## src/rtl/htd_pkg.sv

```systemverilog
// shared types and constants for the huffman table bit decoder
package htd_pkg;

  localparam int TABLE_DEPTH   = 256;
  localparam int IDX_W         = $clog2(TABLE_DEPTH);
  localparam int MAX_CODE_BITS = 16;
  localparam int LEN_W         = 5;
  localparam int BYTE_BITS     = 8;
  localparam int CNT_W         = 4;

  // input word, fields in channel order
  typedef struct packed {
    logic             cmd;
    logic [7:0]       entry_index;
    logic [7:0]       entry_symbol;
    logic [LEN_W-1:0] entry_length;
    logic [15:0]      entry_code;
    logic [7:0]       code_byte;
    logic [CNT_W-1:0] bit_count;
    logic             end_of_message;
  } in_word_t;

  // result word
  typedef struct packed {
    logic [7:0] symbol;
    logic       message_end;
    logic       code_overflow;
    logic       last;
  } out_word_t;

  // one code table entry
  typedef struct packed {
    logic [7:0]       symbol;
    logic [LEN_W-1:0] length;
    logic [15:0]      code;
  } entry_t;

  typedef enum logic [1:0] {
    OP_LOAD,
    OP_DECODE,
    OP_NONE
  } op_kind_t;

  localparam logic CMD_LOAD = 1'b0;

  // classified operation handed from front to back
  typedef struct packed {
    op_kind_t         kind;
    logic [IDX_W-1:0] index;
    entry_t           entry;
    logic [7:0]       code_byte;
    logic [CNT_W-1:0] bit_count;
    logic             eom;
  } op_t;

  typedef enum logic [2:0] {
    ST_IDLE,
    ST_NEXT_BIT,
    ST_SCAN,
    ST_EMIT,
    ST_FLUSH
  } back_state_t;

endpackage

```

## src/rtl/htd_front.sv

```systemverilog
// front end: accepts input words, classifies them and queues operations
module htd_front
  import htd_pkg::*;
(
  input  logic     clk,
  input  logic     rst_n,
  input  logic     push,
  output logic     full,
  input  in_word_t in_word,
  output logic     op_valid,
  output op_t      op,
  input  logic     op_pop
);

  op_t        q_r [2];
  logic       wr_ptr_r;
  logic       rd_ptr_r;
  logic [1:0] cnt_r;
  logic       do_push;
  logic       do_pop;
  op_t        op_new;

  function automatic op_t classify(input in_word_t w);
    op_t o;
    o.index     = IDX_W'(w.entry_index);
    o.entry     = '{symbol: w.entry_symbol, length: w.entry_length, code: w.entry_code};
    o.code_byte = w.code_byte;
    // counts above a byte clamp to a byte
    o.bit_count = (w.bit_count > CNT_W'(BYTE_BITS)) ? CNT_W'(BYTE_BITS) : w.bit_count;
    o.eom       = w.end_of_message;
    if (w.cmd == CMD_LOAD) begin
      o.kind = (32'(w.entry_index) < TABLE_DEPTH) ? OP_LOAD : OP_NONE;
    end else begin
      o.kind = OP_DECODE;
    end
    return o;
  endfunction

  assign op_new   = classify(in_word);
  assign full     = (cnt_r == 2'd2);
  assign op_valid = (cnt_r != 2'd0);
  assign op       = q_r[rd_ptr_r];
  assign do_push  = push && !full;
  assign do_pop   = op_pop && op_valid;

  always_ff @(posedge clk) begin
    if (do_push) begin
      q_r[wr_ptr_r] <= op_new;
    end
  end

  always_ff @(posedge clk) begin
    if (!rst_n) begin
      wr_ptr_r <= 1'b0;
      rd_ptr_r <= 1'b0;
      cnt_r    <= 2'd0;
    end else begin
      if (do_push) wr_ptr_r <= ~wr_ptr_r;
      if (do_pop)  rd_ptr_r <= ~rd_ptr_r;
      cnt_r <= cnt_r + 2'(do_push) - 2'(do_pop);
    end
  end

endmodule

```

## config.mk

```make
export PLATFORM = sky130hd
export DESIGN_NAME = htd_front
export DESIGN_NICKNAME = d
export VERILOG_FILES = /design/src/rtl/htd_pkg.sv /design/src/rtl/htd_front.sv
export SDC_FILE = /design/constraint.sdc
export NUM_CORES = 1
export LEC_CHECK = 0
export BUFFER_PORTS_ARGS = -buffer_cell sky130_fd_sc_hd__buf_4
export CAP_MARGIN = 20
export CORE_UTILIZATION = 47
export CTS_CLUSTER_SIZE = 30
export DETAILED_ROUTE_END_ITERATION = 10
export PLACE_DENSITY = 0.75
export SLEW_MARGIN = 20
export SYNTH_ARGS = -nofsm -noshare
export SYNTH_HDL_FRONTEND = slang
export SYNTH_SLANG_ARGS = --single-unit
```

## constraint.sdc

```tcl
create_clock -name clk -period 3.7 [get_ports clk]
set_input_delay 0.925 -clock clk [delete_from_list [all_inputs] [get_ports clk]]
set_output_delay 0.925 -clock clk [all_outputs]
set_load 0.02 [all_outputs]
```

==> metrics.txt <==
status=finished, final reports clean; crit path DAT=roughly 1800 ps; maxcap violations=0; Compound-Gate Fraction of Synth Area=0.00178; Row Count=34; RR Endpoint=q_r[0][46]; Req. time, crit path=between 2000 and 3000 ps; area delta synth->final=26.9%; ant diodes=0; fin crit share=0.737; CTS tree=yes; critical path class=register to primary output; Die Y=96.6 µm; nets=362; RePlAce Congestion=0.676; Yosys top cell area share=0.728; H-tree depth=3; chip width=between 90 and 100 µm; post_cts resized=0; I/O pin count=109; delay-heaviest family, CP=flip-flops; CP max stage cell=dfxtp_4; mapped cell area=0.00421 mm²; GRT Residual Overflow=0; post-CTS setup buffer count=0; number of vias per cell=4.74; core region area=0.00868 mm²; Final Slew Violations=0; post-synthesis sequential area ratio=0.752; WHS Endpoint=wr_ptr_r; die footprint=0.00933 mm²; port buffer count=107; FF-to-FF Start=cnt_r[0]; ANT nets after route=0; Initial Util=0.485; worst slew pin tran=721 ps; largest net degree at the start of global routing=31; Max-slew headroom=0.518; DRC Markers=0; CTS clk-pin slew, worst paths=100 ps; power density over the cells=713 mW/mm²; TritonRoute pass-1 iters=4; hold_sp=wr_ptr_r; adder-cell share of the synthesized area=0.00595; clk_lat worst skew=roughly 360 ps; Min Clock Period, post-route=2730 ps; Cells after Synth=192; drt wl/cell=15.0 µm; Ys Warns=0; dpl cell area=0.00509 mm²; vias in the first global route=slightly below 2000; Sink Count=between 100 and 150; commonest non-fill, non-tap cell in the layout=buf_4; first-pass GRT wire length=9.82 mm; total routed wirelength=6.29 mm; fin area=around 0.0053 mm²; setup_tns=0 ps; Post-Syn Nets=249; CTS Hold Buffers Added=0; number of fill cells=638; Pleak=2.11 nW; Synth Area in Simple Gates=0.0199; initial antenna violation count=0; Root Driver=clkbuf_8; Startpoint Class=register; most frequent cells in the layout=buf_4, edfxtp_1, mux2_4, clkbuf_8, dfxtp_1; Reg2Reg Setup Slack=1820 ps; xor/xnor share of the synthesized area=0.00416; critical path capture point type=primary output; largest cells by area after synthesis=edfxtp_1, mux2_4, buf_12; buffers plus inverters on the worst setup path=2; Mapped Avg Cell Area=21.9 µm²; register bit total from synthesis=107; Yosys top cell by area=edfxtp_1; Max FO, Critical Path=30; multiplexer area fraction after synthesis=0.184; HP Class=register to register; clock buffer depth=2; fmax=367 MHz; worst r2r path cells=4; GRT Total Usage=0.139; DR vias=between 1500 and 2000; Hold Path Depth=2; main combinational cell family by area after synthesis=multiplexers; RSZ-0062 raised after global routing=false; Distinct cells, synth=23; setup violators final=0; Critical Path, Cell by Cell=buf_12, mux2_4, buf_4; layout cell share with drive strength beyond 1=0.581; CTS Buf Count=9; Hold Fails Final Rpt=0; Peak VDD IR=about 0.42 mV; drt first-iter violations=42; CP max stage delay=630 ps; Final Skew=11.9 ps
## tightest hold or removal path, cell delays in order (launching register included)
cell and delay [ps]:
dfxtp_1 360, nand2_1 70, mux2i_1 60
## metal layers
metal / GRT usage / wire length, µm
met5: 0 / 0
met4: 0.0654 / 99
met3: 0.0383 / 339
met2: 0.232 / 3170
met1: 0.167 / 2690
## layout make-up
class,count,area [µm²],share of cell area
clock buffers,10,128,0.0239
flip-flops and latches,107,3170,0.593
well taps,108,135,0.0253
multi-input cells,74,918,0.172
repair buffers,110,863,0.162
clock inverters,6,114,0.0213
inverters,3,11.3,0.00211
## Yosys cell counts
cell	n
or2_2	1
clkbuf_1	1
ha_1	2
buf_6	1
conb_1	1
buf_4	1
nor3_1	1
nand2_1	2
buf_12	5
nor2_1	4
o21a_1	1
mux2_4	50
inv_1	3
and2_1	2
dfxtp_1	5
xor2_1	1
xnor2_1	1
and3_1	1
mux2i_1	1
mux2_2	1
edfxtp_1	102
nand2b_1	2
nor2b_1	3
## logic make-up after synthesis
kind of cell,after synthesis
compound gates,1
fa+ha+maj,2
simple gates,16
flops,107
other cells,1
mux,52
buf+inv,11
xor+xnor,2
## worst max path at each step
stage / from / end / slack [ps] / cells after the start
floorplan: push / q_r[0][0] / 80 / 2
global placement: push / q_r[0][0] / 1350 / 4
detailed placement: register / op[21] / 1340 / 3
CTS: register / op[21] / 940 / 3
global route: register / op[37] / 900 / 3
finish: register / op[21] / 970 / 3
## flip-flops by register name, summed over array words and instances, names as in the netlist, named ones only
register,count
wr_ptr_r,1
rd_ptr_r,1
cnt_r,2
q_r,102
## stage by stage
stage | util | hold WS, ps | power [mW] | cells | setup slack (ps)
after floorplan | - | 455 | 2.63 | 192 | 81.9
after global placement | 0.587 | 493 | 3.02 | 402 | 1350
after detailed placement | 0.587 | 518 | 3.04 | 402 | 1340
after CTS | 0.615 | 532 | 3.85 | 418 | 941
after global routing | 0.615 | 558 | 3.96 | 418 | 898
final | 0.615 | 531 | 3.81 | 418 | 972
## power by group
group	total, mW	switching (mW)	internal (mW)	leakage [nW]
Clock	0.820	0.370	0.451	0.113
Sequential	1.67	0.105	1.56	0.996
Combinational	1.32	0.631	0.689	1.00
Total	3.81	1.11	2.70	2.11
Power figures use the tool's default switching activity.
