**src/rtl/htd_pkg.sv**
```systemverilog
// shared types and constants for the huffman table bit decoder
package htd_pkg;

  localparam int TABLE_DEPTH   = 256;
  localparam int IDX_W         = $clog2(TABLE_DEPTH);
  localparam int MAX_CODE_BITS = 16;
  localparam int LEN_W         = 5;
  localparam int BYTE_BITS     = 8;
  localparam int CNT_W         = 4;

  // input word, fields in channel order
  typedef struct packed {
    logic             cmd;
    logic [7:0]       entry_index;
    logic [7:0]       entry_symbol;
    logic [LEN_W-1:0] entry_length;
    logic [15:0]      entry_code;
    logic [7:0]       code_byte;
    logic [CNT_W-1:0] bit_count;
    logic             end_of_message;
  } in_word_t;

  // result word
  typedef struct packed {
    logic [7:0] symbol;
    logic       message_end;
    logic       code_overflow;
    logic       last;
  } out_word_t;

  // one code table entry
  typedef struct packed {
    logic [7:0]       symbol;
    logic [LEN_W-1:0] length;
    logic [15:0]      code;
  } entry_t;

  typedef enum logic [1:0] {
    OP_LOAD,
    OP_DECODE,
    OP_NONE
  } op_kind_t;

  localparam logic CMD_LOAD = 1'b0;

  // classified operation handed from front to back
  typedef struct packed {
    op_kind_t         kind;
    logic [IDX_W-1:0] index;
    entry_t           entry;
    logic [7:0]       code_byte;
    logic [CNT_W-1:0] bit_count;
    logic             eom;
  } op_t;

  typedef enum logic [2:0] {
    ST_IDLE,
    ST_NEXT_BIT,
    ST_SCAN,
    ST_EMIT,
    ST_FLUSH
  } back_state_t;

endpackage

```
**src/rtl/htd_out_q.sv**
```systemverilog
// two-word result queue
module htd_out_q
  import htd_pkg::*;
(
  input  logic      clk,
  input  logic      rst_n,
  input  logic      q_push,
  input  out_word_t q_word,
  output logic      q_full,
  output logic      empty,
  input  logic      pop,
  output out_word_t out_word
);

  out_word_t  q_r [2];
  logic       wr_ptr_r;
  logic       rd_ptr_r;
  logic [1:0] cnt_r;
  logic       do_push;
  logic       do_pop;

  assign q_full   = (cnt_r == 2'd2);
  assign empty    = (cnt_r == 2'd0);
  assign out_word = q_r[rd_ptr_r];
  assign do_push  = q_push && !q_full;
  assign do_pop   = pop && !empty;

  always_ff @(posedge clk) begin
    if (do_push) begin
      q_r[wr_ptr_r] <= q_word;
    end
  end

  always_ff @(posedge clk) begin
    if (!rst_n) begin
      wr_ptr_r <= 1'b0;
      rd_ptr_r <= 1'b0;
      cnt_r    <= 2'd0;
    end else begin
      if (do_push) wr_ptr_r <= ~wr_ptr_r;
      if (do_pop)  rd_ptr_r <= ~rd_ptr_r;
      cnt_r <= cnt_r + 2'(do_push) - 2'(do_pop);
    end
  end

endmodule

```
**config.mk**
```make
export PLATFORM = sky130hd
export DESIGN_NAME = htd_out_q
export DESIGN_NICKNAME = d
export VERILOG_FILES = /design/src/rtl/htd_pkg.sv /design/src/rtl/htd_out_q.sv
export SDC_FILE = /design/constraint.sdc
export NUM_CORES = 1
export LEC_CHECK = 0
export BUFFER_PORTS_ARGS = -buffer_cell sky130_fd_sc_hd__buf_2
export CAP_MARGIN = 20
export CORE_MARGIN = 1.5
export CORE_UTILIZATION = 53
export CTS_CLUSTER_DIAMETER = 120
export DETAILED_ROUTE_END_ITERATION = 10
export HOLD_SLACK_MARGIN = 0.02
export PLACE_DENSITY = 0.82
export SYNTH_ARGS = -nofsm -noshare
export SYNTH_HDL_FRONTEND = slang
export SYNTH_SLANG_ARGS = --single-unit
```
**constraint.sdc**
```tcl
create_clock -name clk -period 4 [get_ports clk]
set_clock_uncertainty 0.2 [all_clocks]
set_input_delay 0.4 -clock clk [delete_from_list [all_inputs] [get_ports clk]]
set_output_delay 0.4 -clock clk [all_outputs]
set_load 0.02 [all_outputs]
```
==> run metrics, run 1 <==
power consumption=775.5 µW; Total GRT Usage=14.56%; vertical die dimension=47.13 µm; commonest non-fill, non-tap cell in the layout=buf_2; clk root buf=clkbuf_4; share of post-route cells with drive strength above 1=48.35%; HP Class=in -> reg; clock transition at the register clock pins on the worst setup and hold paths after CTS=0.14 ns; actual slew at the worst max-slew pin=0.8876 ns; critical path startpoint category=flop; DR DRC count=0; full die area=0.002221 mm²; TritonCTS sink count=27; Critical Path Sink Type=output pin; Final setup violation count=0; area of the core=0.001783 mm²; post-route fraction of the period consumed by the critical path=53.26%; CTS tree=built; drt wl/cell=12.81 µm; number of input and output port buffers inserted=27; top-area cell type share of the netlist area=64.00%; worst slew slack as a fraction of its limit=40.61%; pin count of the biggest net entering global routing=17; compound-cell area share of the yosys netlist=0.8485%; number of rows created at floorplan=15; list of cells traversed by the critical path=mux2_2 -> buf_2; worst hold slack=0.05147 ns; Final Net Count=109; number of buffers added by the clock tree synthesis step=3; number of distinct library cells after synthesis=17; combinational family with the most area after synthesis=multiplexers; result of the run=complete, no violations; worst hold path stage count=1; most frequent cells in the layout=buf_2, edfxtp_1, mux2_2; data required time at the worst endpoint=3.40 ns; delay of the slowest cell on the worst path=0.65 ns; starting density of the core=57.89%; Gates resized, CTS repair=0; critical path arrival=1.53 ns; H-tree depth=1; cell type contributing the most total cell area after synthesis=edfxtp_1; cell depth of the worst flop-to-flop path=3; Remaining Overflow, GRT=0; number of buffers between clock root and the deepest sink=2; Post-CTS Hold Buffers=0; portion of the post-synthesis area used by sequential elements=73.70%; Horiz. Die Dim=47.13 µm; io pins=28; hpwl dp=1077 µm; share of synthesized cell area in and, or, nand and nor gates=6.182%; Post-Syn Nets=78; antenna violations before repair=0; biggest area contributors in the synthesized netlist=edfxtp_1, mux2_2, dfxtp_1; power per unit of standard cell area=637.0 mW/mm²; number of global-route vias before repair=508; kind of critical path=reg -> out; least setup slack across all paths after layout=1.870 ns; average vias per placed instance=4.862; VDD IR max=401.2 µV; routed vias=564; adder-cell share of the synthesized area=2.424%; antenna violation net count after detailed routing=0; Syn Std Cell Area=0.001032 mm²; Routed WL=1486 µm; clock latency reported for the late side of the worst-skew pair=0.33 ns; drt first-iter violations=11; number of optimization iterations in the first detailed-route pass=4; synthesized area divided by synthesized cell count=16.92 µm²; Final Wtd Congestion=0.6296; post-synthesis mux area share=12.97%; layout-stage area growth over the synthesis result=17.94%; max-slew violation total from the final report=0; Max Fclk=0.4694 GHz; global-route wire length before repair=2118 µm; Final Hold Fails=0; crit path max-delay cell type=dfxtp_1; Post-CTS Setup Bufs=0; flip-flop and latch count after synthesis=27; setup repair after global routing missed its margin=false; number of violations of the max-capacitance limit=0; pre-CTS setup slack=2.091 ns; maximum fanout count along the critical path=11; number of warning messages in the yosys log=0; final setup TNS=0 ns; leak pwr=0.4955 nW; number of instances in the synthesized netlist=61; Tmin final=2.130 ns; synthesized-area fraction occupied by xor and xnor cells=1.697%; Antenna diodes=0
==> kinds of logic after synthesis <==
family,Yosys count
XOR/XNOR,2
flip-flops,27
AND/OR/NAND/NOR,13
adder cells (fa/ha/maj),2
AO/OA/AOI/OAI,1
multiplexers,12
buffers and inverters,4
==> worst paths after layout <==
path,from,endpoint,slack (ns)
worst max-delay path,flop,out_word[1],1.87
worst min-delay path,q_word[4],q_r[1][4],0.05
worst max register to register,cnt_r[0],q_r[0][6],2.11
worst min register to register,wr_ptr_r,wr_ptr_r,0.32
==> cell usage after synthesis <==
library cell	instances
edfxtp_1	22
mux2_2	11
dfxtp_1	5
nor2_1	5
inv_1	3
ha_1	2
nand2_1	2
nand2b_1	2
and2_1	1
and2_2	1
and3_1	1
buf_6	1
mux2i_1	1
nor3_1	1
o21a_2	1
xnor2_1	1
xor2_1	1
==> layer usage <==
metal | vias to the layer above | track usage (%) | part of all wire [%]
met5 | - | 0 | 0
met3 | 2 | 4.615 | 5.0
met1 | 260 | 15.60 | 42
met4 | 0 | 8.333 | 1.3
met2 | 21 | 25.21 | 51
li1 | 281 | - | -
==> final cells by class <==
cell class,count,area (µm²)
Clock buffer,3,22.52
Clock inverter,1,7.507
Fill cell,132,565.5
Inverter,3,11.26
Multi-Input combinational cell,30,249.0
Sequential cell,27,760.7
Tap cell,25,31.28
Timing Repair Buffer,27,135.1
==> worst max-delay path, delay by kind of cell, from the launching register on <==
| kind | cells | cell delay [ns] |
|---|---|---|
| flops | 1 | 0.65 |
| mux | 1 | 0.40 |
| buf+inv | 1 | 0.16 |
==> power by group <==
group / leakage (nW) / internal [mW] / total, mW / switching [mW]
logic: 0.235 / 0.112 / 0.257 / 0.145
clock network: 0.0139 / 0.0383 / 0.117 / 0.0788
registers: 0.247 / 0.366 / 0.401 / 0.0356
total: 0.496 / 0.516 / 0.775 / 0.259
==> per-stage QoR <==
stage / cells / area, µm² / util, %
after floorplan: 61 / 1032 / -
after global placement: 112 / 1187 / 66.60
after detailed placement: 112 / 1187 / 66.60
after CTS: 116 / 1217 / 68.28
after global routing: 116 / 1217 / 68.28
final: 116 / 1217 / 68.28
==> state kept, by name (all words and copies together), names as in the netlist, named ones only <==
register and cells:
rd_ptr_r 1, q_r 22, wr_ptr_r 1, cnt_r 2
Power figures use the tool's default switching activity.
==> run 2, diff against run 1 <==
ABC_AREA = 1   (was default)
CORE_UTILIZATION = 50   (was 53)
PLACE_DENSITY = 0.77   (was 0.82)
clock period = 2.05 ns   (was 4 ns; I/O delays follow)
==> run 2 against run 1 <==
Effect of this change:
- sequential share of layout area fell by 9.1 points
- die area rose by 10%
- register-to-register slack got worse by 1.8 ns
- non-clock buffer count rose by 16
- worst setup slack got worse by 1.8 ns
- combinational power rose by 120%
- via count rose by 19%
- area after synthesis rose by 4.7%
- highest routed layer unchanged
==> run metrics, run 2 <==
most frequent cells in the layout=buf_2, edfxtp_1, dlygate4sd3_1 (was buf_2, edfxtp_1, mux2_2); synthesized area divided by synthesized cell count=15.01 µm² (was 16.92 µm²); clock transition at the register clock pins on the worst setup and hold paths after CTS=0.14 ns (about the same); part of the power in the clock network=14.8% (was 15.1%); number of global-route vias before repair=650 (was 508); actual slew at the worst max-slew pin=0.4225 ns (was 0.8876 ns); Final Hold Fails=0 (unchanged); number of warning messages in the yosys log=0 (unchanged); filler cell count=144 (was 132); area of the multi-input gates=275.3 µm² (was 249.0 µm²); cell type contributing the most total cell area after synthesis=edfxtp_1 (unchanged); number of rows created at floorplan=16 (was 15); top-area cell type share of the netlist area=61.11% (was 64.00%); average vias per placed instance=4.641 (was 4.862); switching share of total power=33.48% (was 33.43%); Max Fclk=0.5165 GHz; number of optimization iterations in the first detailed-route pass=4 (unchanged); area of the core=0.002002 mm² (was 0.001783 mm²); Post-CTS Hold Buffers=14 (was 0); TritonCTS sink count=27 (unchanged); layout-stage area growth over the synthesis result=31.71% (was 17.94%); VDD IR max=863.4 µV (was 401.2 µV); final setup TNS=0 ns (unchanged); worst slew slack as a fraction of its limit=71.80% (was 40.61%); commonest non-fill, non-tap cell in the layout=buf_2 (unchanged); max reg flops=22 (unchanged); CTS tree=built (unchanged); register with the highest flop count=q_r (unchanged); antenna violation net count after detailed routing=0 (unchanged); clk root buf=clkbuf_4 (unchanged); hpwl dp=1160 µm (was 1077 µm); Tmin final=1.936 ns; result of the run=complete, no violations (unchanged); routed vias=673 (was 564); drt wl/cell=11.65 µm (was 12.81 µm); antenna violations before repair=0 (unchanged); maximum fanout count along the critical path=7 (was 11); most instantiated cells after synthesis=edfxtp_1, mux2_4, inv_1, nand2_1, nor2_1 (was edfxtp_1, mux2_2, dfxtp_1, nor2_1, inv_1); global-route wire length before repair=2677 µm (was 2118 µm); drt first-iter violations=8 (was 11); Final setup violation count=0 (unchanged); Final Wtd Congestion=0.6467 (was 0.6296); Syn Std Cell Area=0.001081 mm² (was 0.001032 mm²); Final Net Count=136 (was 109); number of flops mapped to enable cells by yosys=22 (unchanged); number of violations of the max-capacitance limit=0 (unchanged); Gates resized, CTS repair=0 (unchanged); number of input and output port buffers inserted=27 (unchanged); full die area=0.002450 mm² (was 0.002221 mm²); Post-Syn Nets=89 (was 78); internal power=1.036 mW (was 516.2 µW); vertical die dimension=49.50 µm (was 47.13 µm); biggest area contributors in the synthesized netlist=edfxtp_1, mux2_4, dfxtp_1 (was edfxtp_1, mux2_2, dfxtp_1); fraction of registers with async set/reset=0% (unchanged); Routed WL=1689 µm (was 1486 µm); H-tree depth=1 (unchanged); flip-flop and latch count after synthesis=27 (unchanged); sequential cell area=760.7 µm² (unchanged); Post-CTS Setup Bufs=0 (unchanged); kind of critical path=reg -> out (unchanged); power consumption=1.557 mW (was 775.5 µW); most repeated cell in the gate-level netlist after synthesis=edfxtp_1 (unchanged); pin count of the biggest net entering global routing=17 (unchanged); number of buffers added by the clock tree synthesis step=3 (unchanged); io pins=28 (unchanged); clock latency reported for the late side of the worst-skew pair=0.32 ns (was 0.33 ns); share of post-route cells with drive strength above 1=37.29% (was 48.35%); DR DRC count=0 (unchanged); leak pwr=0.6218 nW (was 0.4955 nW); critical path arrival=1.53 ns (about the same); number of buffers between clock root and the deepest sink=2 (unchanged); number of instances in the synthesized netlist=72 (was 61); number of distinct library cells after synthesis=11 (was 17); Total GRT Usage=15.06% (was 14.56%); setup repair after global routing missed its margin=false (unchanged); critical path startpoint category=flop (unchanged); power per unit of standard cell area=1094 mW/mm² (was 637.0 mW/mm²); most used flip-flop cell after synthesis=edfxtp_1 (unchanged); portion of the post-synthesis area used by sequential elements=70.37% (was 73.70%); switching power of the nets=521.4 µW (was 259.2 µW); combinational share of power=37.0% (was 33.1%); max-slew violation total from the final report=0 (unchanged); post-route fraction of the period consumed by the critical path=94.44%; Remaining Overflow, GRT=0 (unchanged); starting density of the core=54.00% (was 57.89%); Antenna diodes=0 (unchanged); final cell utilization of the core=71.13% (was 68.28%); Horiz. Die Dim=49.50 µm (was 47.13 µm); HP Class=reg -> reg (was in -> reg); registers with the most flip-flops=q_r (22), cnt_r (2) (unchanged); sequential cell fraction of total power=48.2% (was 51.8%); Critical Path Sink Type=output pin (unchanged); data required time at the worst endpoint=1.64 ns (was 3.40 ns)
run 2: cell count changes after synthesis, sizes merged, moves of 2 or more:
cell,change
and2,-2
nand3,+3
a21oi,+2
inv,+6
nand2b,-2
nand2,+7
nor2,+3
run 2: power by group through the flow:
stage / Clock [mW] / Sequential (mW) / Combinational [mW]
after floorplan: 0 / 0.744 / 0.428
after global placement: 0 / 0.758 / 0.548
after detailed placement: 0 / 0.763 / 0.560
after CTS: 0.232 / 0.751 / 0.581
after global routing: 0.256 / 0.759 / 0.629
final: 0.230 / 0.750 / 0.577
run 2: cell families (layout without fill, tap and decap cells):
logic type | count (synthesis) | after routing | share of synthesized area, %
AOI/OAI and AO/OA | 2 | 2 | 0.9260
adders and majority gates | 2 | 2 | 2.314
buffers and inverters | 10 | 56 | 4.166
DFF | 27 | 27 | 70.37
muxes | 11 | 11 | 14.93
and+or+nand+nor | 20 | 20 | 7.291
run 2: area by class of cell:
type | instances | share of cell area (%)
sequential | 27 | 53.43
clock inverter | 1 | 0.5272
timing repair buffer | 43 | 20.39
clock buffer | 3 | 1.582
tap | 27 | 2.373
multi-input combinational | 35 | 19.33
inverter | 9 | 2.373
run 2: per-stage QoR:
stage / setup slack [ns] / std cells / hold WS (ns) / area, µm²
2_1_floorplan: 0.2415 / 72 / 0.09845 / 1081
3_3_place_gp: 0.4146 / 127 / 0.1928 / 1254
3_5_place_dp: 0.3058 / 127 / 0.1986 / 1254
4_1_cts: 0.1098 / 145 / 0.3212 / 1424
6_report: 0.1139 / 145 / 0.3147 / 1424
5_1_grt: 0.04803 / 145 / 0.3588 / 1424
run 2: final timing paths:
| kind | start | depth (start not counted) | slack, ns | to |
|---|---|---|---|---|
| hold / removal | rd_ptr_r | 2 | 0.31 | flop |
| setup reg to reg | cnt_r[0] | 10 | 0.29 | cnt_r[1] |
| setup / recovery | flop | 3 | 0.11 | out_word[2] |
| hold reg to reg | rd_ptr_r | 2 | 0.31 | flop |
run 2: critical path: stages (launching register included):
cell	delay [ns]
dfxtp_1	0.49
buf_4	0.24
mux2_4	0.31
buf_2	0.16
run 2: routing by layer:
| metal | vias up | wire length, µm | global-route usage, % |
|---|---|---|---|
| li1 | 342 | - | - |
| met1 | 306 | 710 | 16.80 |
| met3 | 5 | 70 | 3.030 |
| met2 | 20 | 864 | 26.13 |
| met4 | 0 | 44 | 9.722 |
| met5 | - | 0 | 0 |
==> run 3, diff against run 2 <==
CELL_PAD_IN_SITES_DETAIL_PLACEMENT = 0   (was default)
CELL_PAD_IN_SITES_GLOBAL_PLACEMENT = 1   (was default)
CORE_UTILIZATION = 41   (was 50)
PLACE_DENSITY = 0.78   (was 0.77)
==> run 3 against run 2 <==
Effect of this change:
- sequential power down 2%
- highest routed layer unchanged
- largest cell class unchanged
- combinational power rose by 1%
- die area up 21%
- total power is 0.98% lower
- register-to-register slack better by 0.04 ns
- via count down 2.2%
- fmax rose by 8.2%
- non-clock buffer count unchanged
- critical path type unchanged
- clock power decreased by 4%
- flip-flop and latch count unchanged
- worst hold slack gained 0.0072 ns
- clock-buffer cell count unchanged
==> run metrics, run 3 (synthesis results as in run 2) <==
number of input and output port buffers inserted=27 (unchanged); drt wl/cell=10.64 µm (was 11.65 µm); Final Net Count=136 (unchanged); gate family responsible for the most delay along the worst path=buffers and inverters (was flip-flops); number of placed instances with taps included=130 (was 127); VDD IR max=654.2 µV (was 863.4 µV); data required time at the worst endpoint=1.64 ns (about the same); Post-CTS Setup Bufs=0 (unchanged); Antenna diodes=0 (unchanged); worst slew slack as a fraction of its limit=72.26% (was 71.80%); kind of critical path=reg -> out (unchanged); max reg flops=22 (unchanged); Final Hold Fails=0 (unchanged); full die area=0.002954 mm² (was 0.002450 mm²); Horiz. Die Dim=54.35 µm (was 49.50 µm); max-slew violation total from the final report=0 (unchanged); number of rows created at floorplan=18 (was 16); post-route fraction of the period consumed by the critical path=87.25% (was 94.44%); sequential cell area=760.7 µm² (unchanged); registers with the most flip-flops=q_r (22), cnt_r (2) (unchanged); starting density of the core=43.64% (was 54.00%); clock transition at the register clock pins on the worst setup and hold paths after CTS=0.14 ns (about the same); number of violations of the max-capacitance limit=0 (unchanged); clk root buf=clkbuf_4 (unchanged); number of buffers added by the clock tree synthesis step=3 (unchanged); Routed WL=1575 µm (was 1689 µm); list of cells traversed by the critical path=buf_4 -> mux2_2 -> buf_2 (was buf_4 -> mux2_4 -> buf_2); filler cell count=216 (was 144); leak pwr=0.6255 nW (was 0.6218 nW); antenna violations before repair=0 (unchanged); Gates resized, CTS repair=0 (unchanged); Final setup violation count=0 (unchanged); clock latency reported for the late side of the worst-skew pair=0.32 ns (about the same); Critical Path Sink Type=output pin (unchanged); critical path startpoint category=flop (unchanged); register with the highest flop count=q_r (unchanged); count of non-filler cells in the finished layout=148 (was 145); commonest non-fill, non-tap cell in the layout=buf_2 (unchanged); crit path max-delay cell type=mux2_2 (was dfxtp_1); number of global-route vias before repair=603 (was 650); actual slew at the worst max-slew pin=0.4156 ns (was 0.4225 ns); H-tree depth=1 (unchanged); critical path arrival=1.38 ns (was 1.53 ns); average vias per placed instance=4.446 (was 4.641); power per unit of standard cell area=1082 mW/mm² (was 1094 mW/mm²); vertical die dimension=54.35 µm (was 49.50 µm); final setup TNS=0 ns (unchanged); delay of the slowest cell on the worst path=0.35 ns (was 0.49 ns); total buffers and inverters traversed by the critical path=2 (unchanged); share of post-route cells with drive strength above 1=37.29% (unchanged); number of buffers between clock root and the deepest sink=2 (unchanged); maximum fanout count along the critical path=11 (was 7); result of the run=complete, no violations (unchanged); most frequent cells in the layout=buf_2, edfxtp_1, dlygate4sd3_1 (unchanged); global-route wire length before repair=2387 µm (was 2677 µm); area of the core=0.002477 mm² (was 0.002002 mm²); io pins=28 (unchanged); hpwl dp=1100 µm (was 1160 µm); number of optimization iterations in the first detailed-route pass=3 (was 4); routed vias=658 (was 673); Tmin final=1.789 ns (was 1.936 ns); Remaining Overflow, GRT=0 (unchanged); HP Class=reg -> reg (unchanged); drt first-iter violations=13 (was 8); pin count of the biggest net entering global routing=16 (was 17); DR DRC count=0 (unchanged); area of the multi-input gates=275.3 µm² (unchanged); Total GRT Usage=11.61% (was 15.06%); CTS tree=built (unchanged); layout-stage area growth over the synthesis result=31.83% (was 31.71%); Post-CTS Hold Buffers=14 (unchanged); setup repair after global routing missed its margin=false (unchanged); Final Wtd Congestion=0.6027 (was 0.6467); TritonCTS sink count=27 (unchanged); antenna violation net count after detailed routing=0 (unchanged); Max Fclk=0.5591 GHz (was 0.5165 GHz)
run 3: changes by cell type in the layout (fill, tap and decap cells not counted):
cell | before | now
clkinvlp_4 | 1 | 0
clkinv_2 | 0 | 1
run 3: power by group:
group	internal (mW)	leakage (nW)	total [mW]	switching (mW)
Sequential	0.702	0.247	0.737	0.0350
Clock	0.0730	0.0177	0.220	0.147
Combinational	0.260	0.361	0.585	0.325
Total	1.03	0.626	1.54	0.507
run 3: worst paths after layout:
check                 from            to  slack, ns  depth (start not counted)
setup reg to reg  cnt_r[0]      cnt_r[1]       0.33                         10
hold reg to reg   rd_ptr_r          flop       0.32                          2
setup / recovery      flop  out_word[10]       0.26                          3
hold / removal    rd_ptr_r          flop       0.32                          2
run 3: per-stage QoR:
stage | util [%] | total power [mW] | hold slack (ns) | setup WS (ns) | cell area, µm²
3_3_place_gp | 50.76 | 1.313 | 0.1940 | 0.3964 | 1257
3_5_place_dp | 50.76 | 1.322 | 0.1970 | 0.3281 | 1257
2_1_floorplan | - | 1.173 | 0.09845 | 0.2415 | 1081
5_1_grt | 57.53 | 1.654 | 0.3660 | 0.1718 | 1425
6_report | 57.53 | 1.542 | 0.3220 | 0.2613 | 1425
4_1_cts | 57.53 | 1.554 | 0.3222 | 0.2517 | 1425
run 3: area by class of cell:
class / count / share of cell area [%]
clock inverters: 1 / 0.3512
repair buffers: 43 / 20.37
flip-flops and latches: 27 / 53.38
inverters: 9 / 2.370
well taps: 30 / 2.634
clock buffers: 3 / 1.580
multi-input cells: 35 / 19.32
run 3: worst min-delay path: cells and delay by family, from the launching register on:
family           cells  cell delay, ns
DFF                  1            0.35
and+or+nand+nor      2            0.15
run 3: layer usage:
metal	GRT usage (%)	routed length, µm	vias up
met5	0	0	-
met4	3.750	17	0
met3	2.732	82	2
met2	21.89	761	21
met1	12.63	714	294
li1	-	-	341
